$ cat src/hdl/str_pkg.sv
// ============================================================================
// str_pkg: shared types and constants for the sequence-tagged result ring
// Beat formats for the command and result channels, operation codes and
// default sizing.
// ============================================================================
package str_pkg;

	localparam int SEQ_W         = 31;
	localparam int SLOT_W        = 3;
	localparam int OP_W          = 2;
	localparam int SLOTS_DEFAULT = 8;

	localparam logic [OP_W-1:0] OP_ACQUIRE = 2'd0;
	localparam logic [OP_W-1:0] OP_COMMIT  = 2'd1;
	localparam logic [OP_W-1:0] OP_LOOKUP  = 2'd2;

	typedef struct packed {
		logic [OP_W-1:0]  operation;
		logic [SEQ_W-1:0] sequence_req;
		logic             want_latest;
	} cmd_t;

	typedef struct packed {
		logic [SLOT_W-1:0] slot;
		logic              found;
	} res_t;

	// Result handed from the sequencer to the output register.
	typedef struct packed {
		logic done;
		res_t res;
	} seq_rsp_t;

endpackage

$ cat src/hdl/str_ram.sv
// ============================================================================
// str_ram: generic single-write, single-read RAM
// One write port and one read port; read data is registered.
// ============================================================================
module str_ram #(
	parameter int WIDTH = 8,
	parameter int DEPTH = 8
) (
	input  logic                     clk,
	input  logic                     we,
	input  logic [$clog2(DEPTH)-1:0] waddr,
	input  logic [WIDTH-1:0]         wdata,
	input  logic [$clog2(DEPTH)-1:0] raddr,
	output logic [WIDTH-1:0]         rdata
);

	logic [WIDTH-1:0] mem [DEPTH];

	always_ff @(posedge clk) begin
		if (we) begin
			mem[waddr] <= wdata;
		end
		rdata <= mem[raddr];
	end

endmodule

$ cat src/hdl/str_seq.sv
// ============================================================================
// str_seq: ring state and lookup sequencer
// Holds the newest pointer, the slot valid bits and the tag RAM, applies
// acquire and commit, and walks the ring through one shared comparator.
// ============================================================================
module str_seq #(
	parameter int SLOTS = str_pkg::SLOTS_DEFAULT
) (
	input  logic              clk,
	input  logic              arst_n,
	input  logic              start,
	input  str_pkg::cmd_t     cmd,
	input  logic              take,
	output logic              busy,
	output str_pkg::seq_rsp_t rsp
);

	localparam int IDX_W = $clog2(SLOTS);
	localparam logic [IDX_W-1:0] LAST = IDX_W'(SLOTS - 1);

	localparam logic [1:0] S_IDLE = 2'd0;
	localparam logic [1:0] S_READ = 2'd1;
	localparam logic [1:0] S_CMP  = 2'd2;
	localparam logic [1:0] S_DONE = 2'd3;

	logic [1:0]                  state_q;
	logic [IDX_W-1:0]            newest_q;
	logic                        any_q;
	logic [SLOTS-1:0]            valid_q;
	logic [IDX_W-1:0]            idx_q;
	logic [IDX_W-1:0]            cnt_q;
	logic [str_pkg::SEQ_W-1:0]   seq_q;
	str_pkg::res_t               res_q;

	logic [IDX_W-1:0]            next_idx;
	logic [IDX_W-1:0]            prev_idx;
	logic                        ram_we;
	logic [str_pkg::SEQ_W-1:0]   rd_tag;
	logic                        hit;

	// Before the first commit the newest pointer sits just ahead of slot 0.
	always_comb begin
		if (!any_q || newest_q == LAST) begin
			next_idx = '0;
		end else begin
			next_idx = newest_q + IDX_W'(1);
		end
		if (idx_q == '0) begin
			prev_idx = LAST;
		end else begin
			prev_idx = idx_q - IDX_W'(1);
		end
	end

	assign ram_we = (state_q == S_IDLE) && start && (cmd.operation == str_pkg::OP_COMMIT);
	assign hit    = valid_q[idx_q] && (seq_q >= rd_tag);

	str_ram #(
		.WIDTH(str_pkg::SEQ_W),
		.DEPTH(SLOTS)
	) u_tags (
		.clk  (clk),
		.we   (ram_we),
		.waddr(next_idx),
		.wdata(cmd.sequence_req),
		.raddr(idx_q),
		.rdata(rd_tag)
	);

	always_ff @(posedge clk or negedge arst_n) begin
		if (!arst_n) begin
			state_q  <= S_IDLE;
			newest_q <= '0;
			any_q    <= 1'b0;
			valid_q  <= '0;
		end else begin
			unique case (state_q)
				S_IDLE: begin
					if (start) begin
						unique case (cmd.operation)
							str_pkg::OP_ACQUIRE: begin
								valid_q[next_idx] <= 1'b0;
								state_q           <= S_DONE;
							end
							str_pkg::OP_COMMIT: begin
								valid_q[next_idx] <= 1'b1;
								newest_q          <= next_idx;
								any_q             <= 1'b1;
								state_q           <= S_DONE;
							end
							str_pkg::OP_LOOKUP: begin
								state_q <= cmd.want_latest ? S_DONE : S_READ;
							end
							default: begin
								state_q <= S_DONE;
							end
						endcase
					end
				end
				S_READ: begin
					state_q <= S_CMP;
				end
				S_CMP: begin
					if (hit || cnt_q == LAST) begin
						state_q <= S_DONE;
					end else begin
						state_q <= S_READ;
					end
				end
				S_DONE: begin
					if (take) begin
						state_q <= S_IDLE;
					end
				end
				default: begin
					state_q <= S_IDLE;
				end
			endcase
		end
	end

	// Walk bookkeeping and result payload.
	always_ff @(posedge clk) begin
		unique case (state_q)
			S_IDLE: begin
				if (start) begin
					seq_q <= cmd.sequence_req;
					cnt_q <= '0;
					idx_q <= any_q ? newest_q : LAST;
					case (cmd.operation)
						str_pkg::OP_ACQUIRE, str_pkg::OP_COMMIT: begin
							res_q.slot  <= str_pkg::SLOT_W'(next_idx);
							res_q.found <= 1'b1;
						end
						str_pkg::OP_LOOKUP: begin
							res_q.slot  <= any_q ? str_pkg::SLOT_W'(newest_q) : '0;
							res_q.found <= cmd.want_latest;
						end
						default: begin
							res_q.slot  <= '0;
							res_q.found <= 1'b0;
						end
					endcase
				end
			end
			S_CMP: begin
				if (hit) begin
					res_q.slot  <= str_pkg::SLOT_W'(idx_q);
					res_q.found <= 1'b1;
				end else begin
					res_q.slot  <= '0;
					res_q.found <= 1'b0;
					idx_q       <= prev_idx;
					cnt_q       <= cnt_q + IDX_W'(1);
				end
			end
			default: begin
			end
		endcase
	end

	assign busy     = (state_q != S_IDLE);
	assign rsp.done = (state_q == S_DONE);
	assign rsp.res  = res_q;

endmodule

$ cat src/hdl/sequence_tagged_result_ring.sv
// ============================================================================
// sequence_tagged_result_ring: frame-sequence tagged ring of result slots
// Top level: command intake, sequencer and registered result output.
// ============================================================================
// Each command beat produces exactly one result beat. Acquire, commit, latest
// lookup and the unused code go from acceptance to the done state and then to
// the output register; a sequence lookup walks the ring from the newest slot
// toward the oldest, through a read and a compare state per slot examined, up
// to SLOTS slots. The walk is paced by the single read port of the tag RAM and
// the one comparator shared across all slots. The block takes one command at
// a time and holds cmd_stall high until its result has moved into the output
// register, which then waits for the consumer on its own.
module sequence_tagged_result_ring #(
	parameter int SLOTS = str_pkg::SLOTS_DEFAULT
) (
	input  logic          clk,
	input  logic          arst_n,
	input  logic          cmd_valid,
	output logic          cmd_stall,
	input  str_pkg::cmd_t cmd,
	output logic          res_valid,
	input  logic          res_stall,
	output str_pkg::res_t res
);

	logic              busy;
	logic              out_free;
	str_pkg::seq_rsp_t seq_rsp;
	logic              res_valid_q;
	str_pkg::res_t     res_q;

	assign cmd_stall = busy;
	assign out_free  = !res_valid_q || !res_stall;

	str_seq #(
		.SLOTS(SLOTS)
	) u_seq (
		.clk   (clk),
		.arst_n(arst_n),
		.start (cmd_valid && !busy),
		.cmd   (cmd),
		.take  (out_free),
		.busy  (busy),
		.rsp   (seq_rsp)
	);

	always_ff @(posedge clk or negedge arst_n) begin
		if (!arst_n) begin
			res_valid_q <= 1'b0;
		end else if (out_free) begin
			res_valid_q <= seq_rsp.done;
		end
	end

	always_ff @(posedge clk) begin
		if (out_free && seq_rsp.done) begin
			res_q <= seq_rsp.res;
		end
	end

	assign res_valid = res_valid_q;
	assign res       = res_q;

	// An accepted command keeps the intake closed on the following cycle.
	a_busy_after_accept: assert property (@(posedge clk) disable iff (!arst_n)
		cmd_valid && !cmd_stall |=> cmd_stall)
		else $error("command intake open right after an accepted beat");

	// A finished result waits in the sequencer while the output is occupied.
	a_result_held: assert property (@(posedge clk) disable iff (!arst_n)
		seq_rsp.done && !out_free |=> seq_rsp.done && $stable(seq_rsp.res))
		else $error("pending result lost while output register was full");

	// A miss always reports slot zero.
	a_miss_slot_zero: assert property (@(posedge clk) disable iff (!arst_n)
		res_valid && !res.found |-> res.slot == '0)
		else $error("miss reported with a nonzero slot");

endmodule

$ cat config.mk
export PLATFORM = sky130hd
export DESIGN_NAME = sequence_tagged_result_ring
export DESIGN_NICKNAME = d
export VERILOG_FILES = /design/src/hdl/str_pkg.sv /design/src/hdl/str_ram.sv /design/src/hdl/str_seq.sv /design/src/hdl/sequence_tagged_result_ring.sv
export SDC_FILE = /design/constraint.sdc
export NUM_CORES = 1
export LEC_CHECK = 0
export BUFFER_PORTS_ARGS = -buffer_cell sky130_fd_sc_hd__buf_2
export CAP_MARGIN = 20
export CORE_MARGIN = 4
export CORE_UTILIZATION = 61
export CTS_CLUSTER_DIAMETER = 60
export DETAILED_ROUTE_END_ITERATION = 8
export GPL_TIMING_DRIVEN = 0
export MAX_ROUTING_LAYER = met4
export PLACE_DENSITY_LB_ADDON = 0.12
export SLEW_MARGIN = 5
export SYNTH_ARGS = -nofsm -noshare
export SYNTH_HDL_FRONTEND = slang
export SYNTH_SLANG_ARGS = --single-unit
$ cat constraint.sdc
create_clock -name clk -period 4.55 [get_ports clk]
set_input_delay 0.455 -clock clk [delete_from_list [all_inputs] [get_ports clk]]
set_output_delay 0.455 -clock clk [all_outputs]
set_load 0.005 [all_outputs]
* After elaboration in Yosys (flattened, before gate mapping)
Memory sizes are Yosys's and may differ from the RTL's. A register that Yosys moved wholly into a read port is not among the register bits. Index checks and enable logic that the tools add are counted.
Operators by class: add/subtract/negate cells 3, order comparisons 4, equal/unequal tests 10, multiplexer cells 27, bitwise logic cells 3, reduce and logical (&&, ||, !) cells 26
Operators with widths (number):
- $ge A31 B31 Y1 | 1
- $mux W3 | 8
- $pmux W4 S2 | 2
- $pmux W8 S2 | 1
- $pmux W3 S2 | 2
- $mux W2 | 5
- $reduce_and A3 Y1 | 3
- $and A8 B8 Y8 | 1
- $lt A3 B4 Y1 const B | 2
- $mux W4 | 2
- $not A8 Y8 | 1
- $or A8 B8 Y8 | 1
- $pmux W2 S4 | 1
- $add A3 B1 Y3 const B | 2
- $eq A2 B2 Y1 const B | 3
- $eq A3 B3 Y1 const B | 2
- $logic_and A1 B1 Y1 | 6
- $reduce_and A2 Y1 | 3
- $reduce_bool A2 Y1 | 3
- $eq A2 B1 Y1 const B | 2
- $logic_not A1 Y1 | 4
- $logic_not A2 Y1 | 2
- $mux W1 | 4
- $ne A2 B2 Y1 const B | 2
- other kinds (8) | 10
Storage, ports and cells: register bits after elaboration 60, RAM bits 248, input port bits 38, output and inout bits 6, logic and storage cells 86, memories kept 1
Memory list:
- u_seq.u_tags.mem | depth 8, bits a word 31, read ports 1, clocked after Yosys merged registers in 1, wr ports 1, RTL line str_ram.sv:17 | logic [WIDTH-1:0] mem [DEPTH];

* Depth between registers and ports, before layout
depth in word-level cells 10, gate-level depth with buffers 8, mapped depth without buffers 7

* Hierarchy
From an unflattened synthesis, not the netlist that was laid out.
Second synthesis, totals: cells, all modules 685, area total of the unflattened synthesis 13457.9 µm²
By module, submodules not included:
- str_ram | instances 1, cells an instance 402, area an instance 10221.1 µm², seq. area each 8067.7 µm²
- str_seq | instances 1, cells an instance 274, area an instance 3062.9 µm², seq. area each 1581.5 µm²
- sequence_tagged_result_ring | instances 1, cells an instance 9, area an instance 173.9 µm², seq. area each 145.1 µm²

* Worst setup path after synthesis
OpenSTA, ideal clock, no wires.
kind reg2reg, start point register u_seq.newest_q[0], end point memory u_seq.u_tags.mem[1][0] (netlist bit) (enable), library setup time 0.458 ns, arrival 3.480 ns, data required time 4.092 ns, slack 0.612 ns, cell stages (with the launch flop) 7, path through dfrtp_1 > ha_1 > ha_1 > nor2b_1 > nand2b_1 > clkbuf_1 > nor3_1
Between the ends: word-level cells in the longest chain between the ends 3
RTL lines:
- from (decl) | RTL line str_seq.sv:27 | logic [IDX_W-1:0] newest_q;
- from (signal assigned) | RTL line str_seq.sv:87 | newest_q <= next_idx;
- branches (longest 2 deep; another with $add A3 B1 Y3)
- $mux W3 (*) | RTL line str_seq.sv:43 | if (!any_q || newest_q == LAST) begin
- to (decl) | RTL line str_ram.sv:17
Mark *: on every way between the ends.

* Final worst setup path
start point register u_seq.newest_q[0], end point memory u_seq.u_tags.mem[1][11] (netlist bit) (enable)
Same word-level chain as after synthesis.

==> results <==
- The run finished with clean final reports.
- In this run, synthesis produced a sequential element count of ~340.
- The cell taking the most area after synthesis is sky130_fd_sc_hd__edfxtp_1.
- The worst hold path belongs to the class in -> reg.
- In the routed design, unresolved DRC markers number 0.
- The top cell types in the final layout, fill and taps aside, are sky130_fd_sc_hd__edfxtp_1 (293), sky130_fd_sc_hd__mux4_2 (64), sky130_fd_sc_hd__buf_2 (44).
- The highest achievable clock rate is ~340 MHz.
- Setup repair after global routing left no endpoint under its margin.
- The average cell area after synthesis is between 15 and 20 sq um.
- The die covers 24100 sq um.
- The total routing usage reported by global routing is 0.222.
- The via count of the first global-routing pass is 6777.
- The library cell used most frequently in the layout, excluding fill and tap cells, is sky130_fd_sc_hd__edfxtp_1.
- For this block, the initial DRC count from the detailed router was approximately 480.
- Ranked by total cell area, the synthesized netlist is headed by sky130_fd_sc_hd__edfxtp_1 (67%), sky130_fd_sc_hd__mux4_2 (11%), sky130_fd_sc_hd__dfxtp_1 (4.7%), sky130_fd_sc_hd__ha_1 (3.5%), sky130_fd_sc_hd__dfrtp_1 (2.8%).
- The average via count per standard cell is 6.02.
- The count of warnings emitted by yosys is 0.
- The number of antenna violations at the first check in global routing came to 2.
- The maximum level of the CTS H-tree is 2.
- The number of placed instances, taps included, is 1011.
- In this run the remaining antenna-violating nets after routing total 0.
- After detailed routing, the average wire length per cell comes to 23.2 um.
- The sink count of the clock tree is 339.
- Counting every net in the synthesized netlist gives 757.
- Gates resized during post-CTS repair numbered 0.
- The total core area is around 21000 sq um.
- The cell sitting at the root of the clock tree is a sky130_fd_sc_hd__clkbuf_16.
- Data on the critical path is required at its endpoint by ~4.8 ns.
- The endpoint type of the worst setup path is a flop.
- The cell area after synthesis is roughly 13000 sq um.
- The longest clock path from root to sink contains 3 buffers.
- The part of the Yosys area used for sequential elements is 0.742.
- The CTS buffer count is 35.
- Setup violations remaining at the end of the flow were counted as 0.
- Of the post-synthesis cell area, the dominant cell type holds 0.667.
- The ratio of cells with drive above 1 in the final layout is 0.275.
- In the synthesized netlist the dominant register cell turns out to be sky130_fd_sc_hd__edfxtp_1.
- For the final database, setup skew stands at 0.0109 ns.
- The final layout contains 849 nets.
- The congestion estimate from routability-driven global placement came to 0.775.
- After detailed placement, the total cell area comes to 14100 sq um.
- Counting I/O delays and the setup requirement, the final critical path takes between 2 and 3 ns.
- After routing the design area is 15100 sq um.
- The footprint of the multi-input gates is about 3200 sq um.
- The total power divided by cell area is between 500 and 600 nW/um^2.
- The critical path data arrival time is 3.13 ns.
- Clock-pin slew was measured on the worst setup and hold paths at 0.06 ns.
- The count of boundary I/O pins is 44.
- The floorplan has 53 rows.
- The total grt overflow is 0.
- The final count of hold timing violations is 0.
- For this run, the share of the core covered by cells in the final layout is 0.716.
- Counting flops with a built-in enable in the synthesized netlist gives roughly 290.
- At the pin with the least slew margin, the transition time is ~0.83 ns.
- The summed negative setup slack over all endpoints is 0 ns.
- The sequential cells in the finished layout cover a total of ~10000 sq um.
- The HPWL reported at the end of detailed placement is 15700 um.
- Max-cap violations in this run came to 0.
- Dividing the final minimum period by the clock period gives 0.643.
- The die is around 160 um tall.
- In this run the tightest slew margin relative to its limit is 0.447.
- The gate count of the mapped netlist is roughly 680.
- The total of buffers placed on input and output ports is 42.
- The worst setup path is launched from a flop.
- The horizontal extent of the die is 155 um.
- Relative to the synthesized area, the layout overhead comes to 14.7%.
- Across the VDD grid, the largest voltage drop is 390 uV.
- The cell leakage power is 5.29 nW.
- For this run, the detailed router's first-pass iteration total came to 4.
- Clock latency on the worst-skew pair, taken at its later pin, is 0.50 ns.
- For this run, the number of standard cells in the final layout without fillers is 1077.
- The share of synthesized flip-flops with an asynchronous set or reset is 0.0442.
- For this block, the via count after detailed routing is roughly 6.5k.
- The type of the setup path with the least slack is reg -> reg.
- Entering global routing, the biggest net connects 27 pins.
- Synthesis instantiated between 40 and 50 different standard cells from the library.
- The number of slew-limit violations in the final report was 0.
- The CTS tree is yes.
- In this run the worst path has a maximum fanout of 10.
- The initial utilization of the core area, before any placement, comes to 0.624.
- The final layout contains routed wiring with a total length of between 20000 and 30000 um.
- The count of filler cells inserted in the layout is 1278.
- The first global-routing pass estimated around 39000 um of wire.
==> registers in the layout, indices dropped and copies added (netlist names), named ones only <==
register and flops:
u_seq.state_q 2, u_seq.seq_q 31, u_seq.cnt_q 3, u_seq.u_tags.mem 248, u_seq.newest_q 3, res 4
u_seq.rsp 4, res_valid 1, u_seq.u_tags.rdata 31, u_seq.idx_q 3, u_seq.any_q 1
==> per-stage QoR <==
stage | setup slack [ns] | hold slack (ns) | total power [mW]
CTS | 1.63 | 0.183 | 9.00
global placement | -2.04 | 0.371 | 6.20
finish | 1.62 | 0.198 | 8.92
detailed placement | 1.65 | 0.379 | 6.33
floorplan | 0.612 | 0.159 | 5.66
global route | 1.48 | 0.224 | 9.36
==> layer usage <==
| metal | vias up | share of wire | track usage |
|---|---|---|---|
| met5 | - | 0 | - |
| met4 | 0 | 0.017 | 0.0631 |
| met3 | 36 | 0.050 | 0.0317 |
| met2 | 177 | 0.50 | 0.364 |
| met1 | 3358 | 0.43 | 0.298 |
| li1 | 2911 | - | - |
==> critical path, stage by stage (launching register included) <==
cell and delay, ns:
sky130_fd_sc_hd__dfrtp_1 0.44, sky130_fd_sc_hd__ha_1 0.23, sky130_fd_sc_hd__ha_1 0.22, sky130_fd_sc_hd__nor2b_1 0.28, sky130_fd_sc_hd__nand2b_1 0.09, sky130_fd_sc_hd__clkbuf_1 0.22, sky130_fd_sc_hd__nor3_2 0.69, sky130_fd_sc_hd__buf_6 0.24
sky130_fd_sc_hd__buf_4 0.21
==> area by class of cell <==
type	instances	area share
repair buffers	55	0.0303
clock buffers	50	0.0650
flip-flops and latches	339	0.647
plain buffers	22	0.00711
inverters	37	0.00917
multi-input cells	284	0.213
clock inverters	13	0.00587
diodes	2	0.000331
well taps	275	0.0227
==> cells in the mapped netlist (all sizes together), types with 2 or more instances <==
cell type  count
nor3b          5
buf           14
nand4          7
nand2b         5
dfrtp         15
dfxtp         31
edfxtp       293
a21o           3
nor2b          7
mux2          36
o21a           2
clkbuf         8
a31oi          2
o21ai         16
ha            37
nand3          4
nor4           2
nor2          15
o211ai         5
nand2         29
a21oi         15
nor3           7
inv           37
mux4          64
o2111ai        3
a211oi         3
and2           3
o31ai          4
==> path summary, 6_finish.rpt <==
kind	cells after the start	to	slack, ns	from
setup / recovery	8	u_seq.u_tags.mem[1][11]$_DFFE_PP_	1.62	u_seq.newest_q[0]$_DFFE_PN0P_
hold / removal	3	res_valid$_DFFE_PN0N_	0.20	res_stall
setup reg to reg	8	u_seq.u_tags.mem[1][11]$_DFFE_PP_	1.62	u_seq.newest_q[0]$_DFFE_PN0P_
hold reg to reg	0	res[3]$_DFFE_PP_	0.43	u_seq.rsp[3]$_DFFE_PP_
max in group asynchronous	2	asynchronous set/reset pin	3.90	arst_n
min in group asynchronous	2	u_seq.state_q[0]$_DFFE_PN0P_	0.39	arst_n
==> where the power goes <==
group	internal [mW]	switching, mW
registers	3.77	0.143
clock network	1.57	1.10
logic	1.12	1.23
total	6.45	2.47
==> what timing repair did <==
item                                   in CTS  in global routing
hold buffers                                1                  0
setup buffers                               0                  0
endpoints found under the hold margin      15                  0
==> cell families (layout without fill, tap and decap cells) <==
kind of cell,Yosys count,in the layout,share of synthesized area
DFF,339,339,0.742
muxes,100,100,0.140
and+or+nand+nor,87,87,0.0337
AOI/OAI and AO/OA,60,60,0.0303
buffers and inverters,59,177,0.0187
adders and majority gates,37,37,0.0351
other,0,2,0
Power figures use the tool's default switching activity.
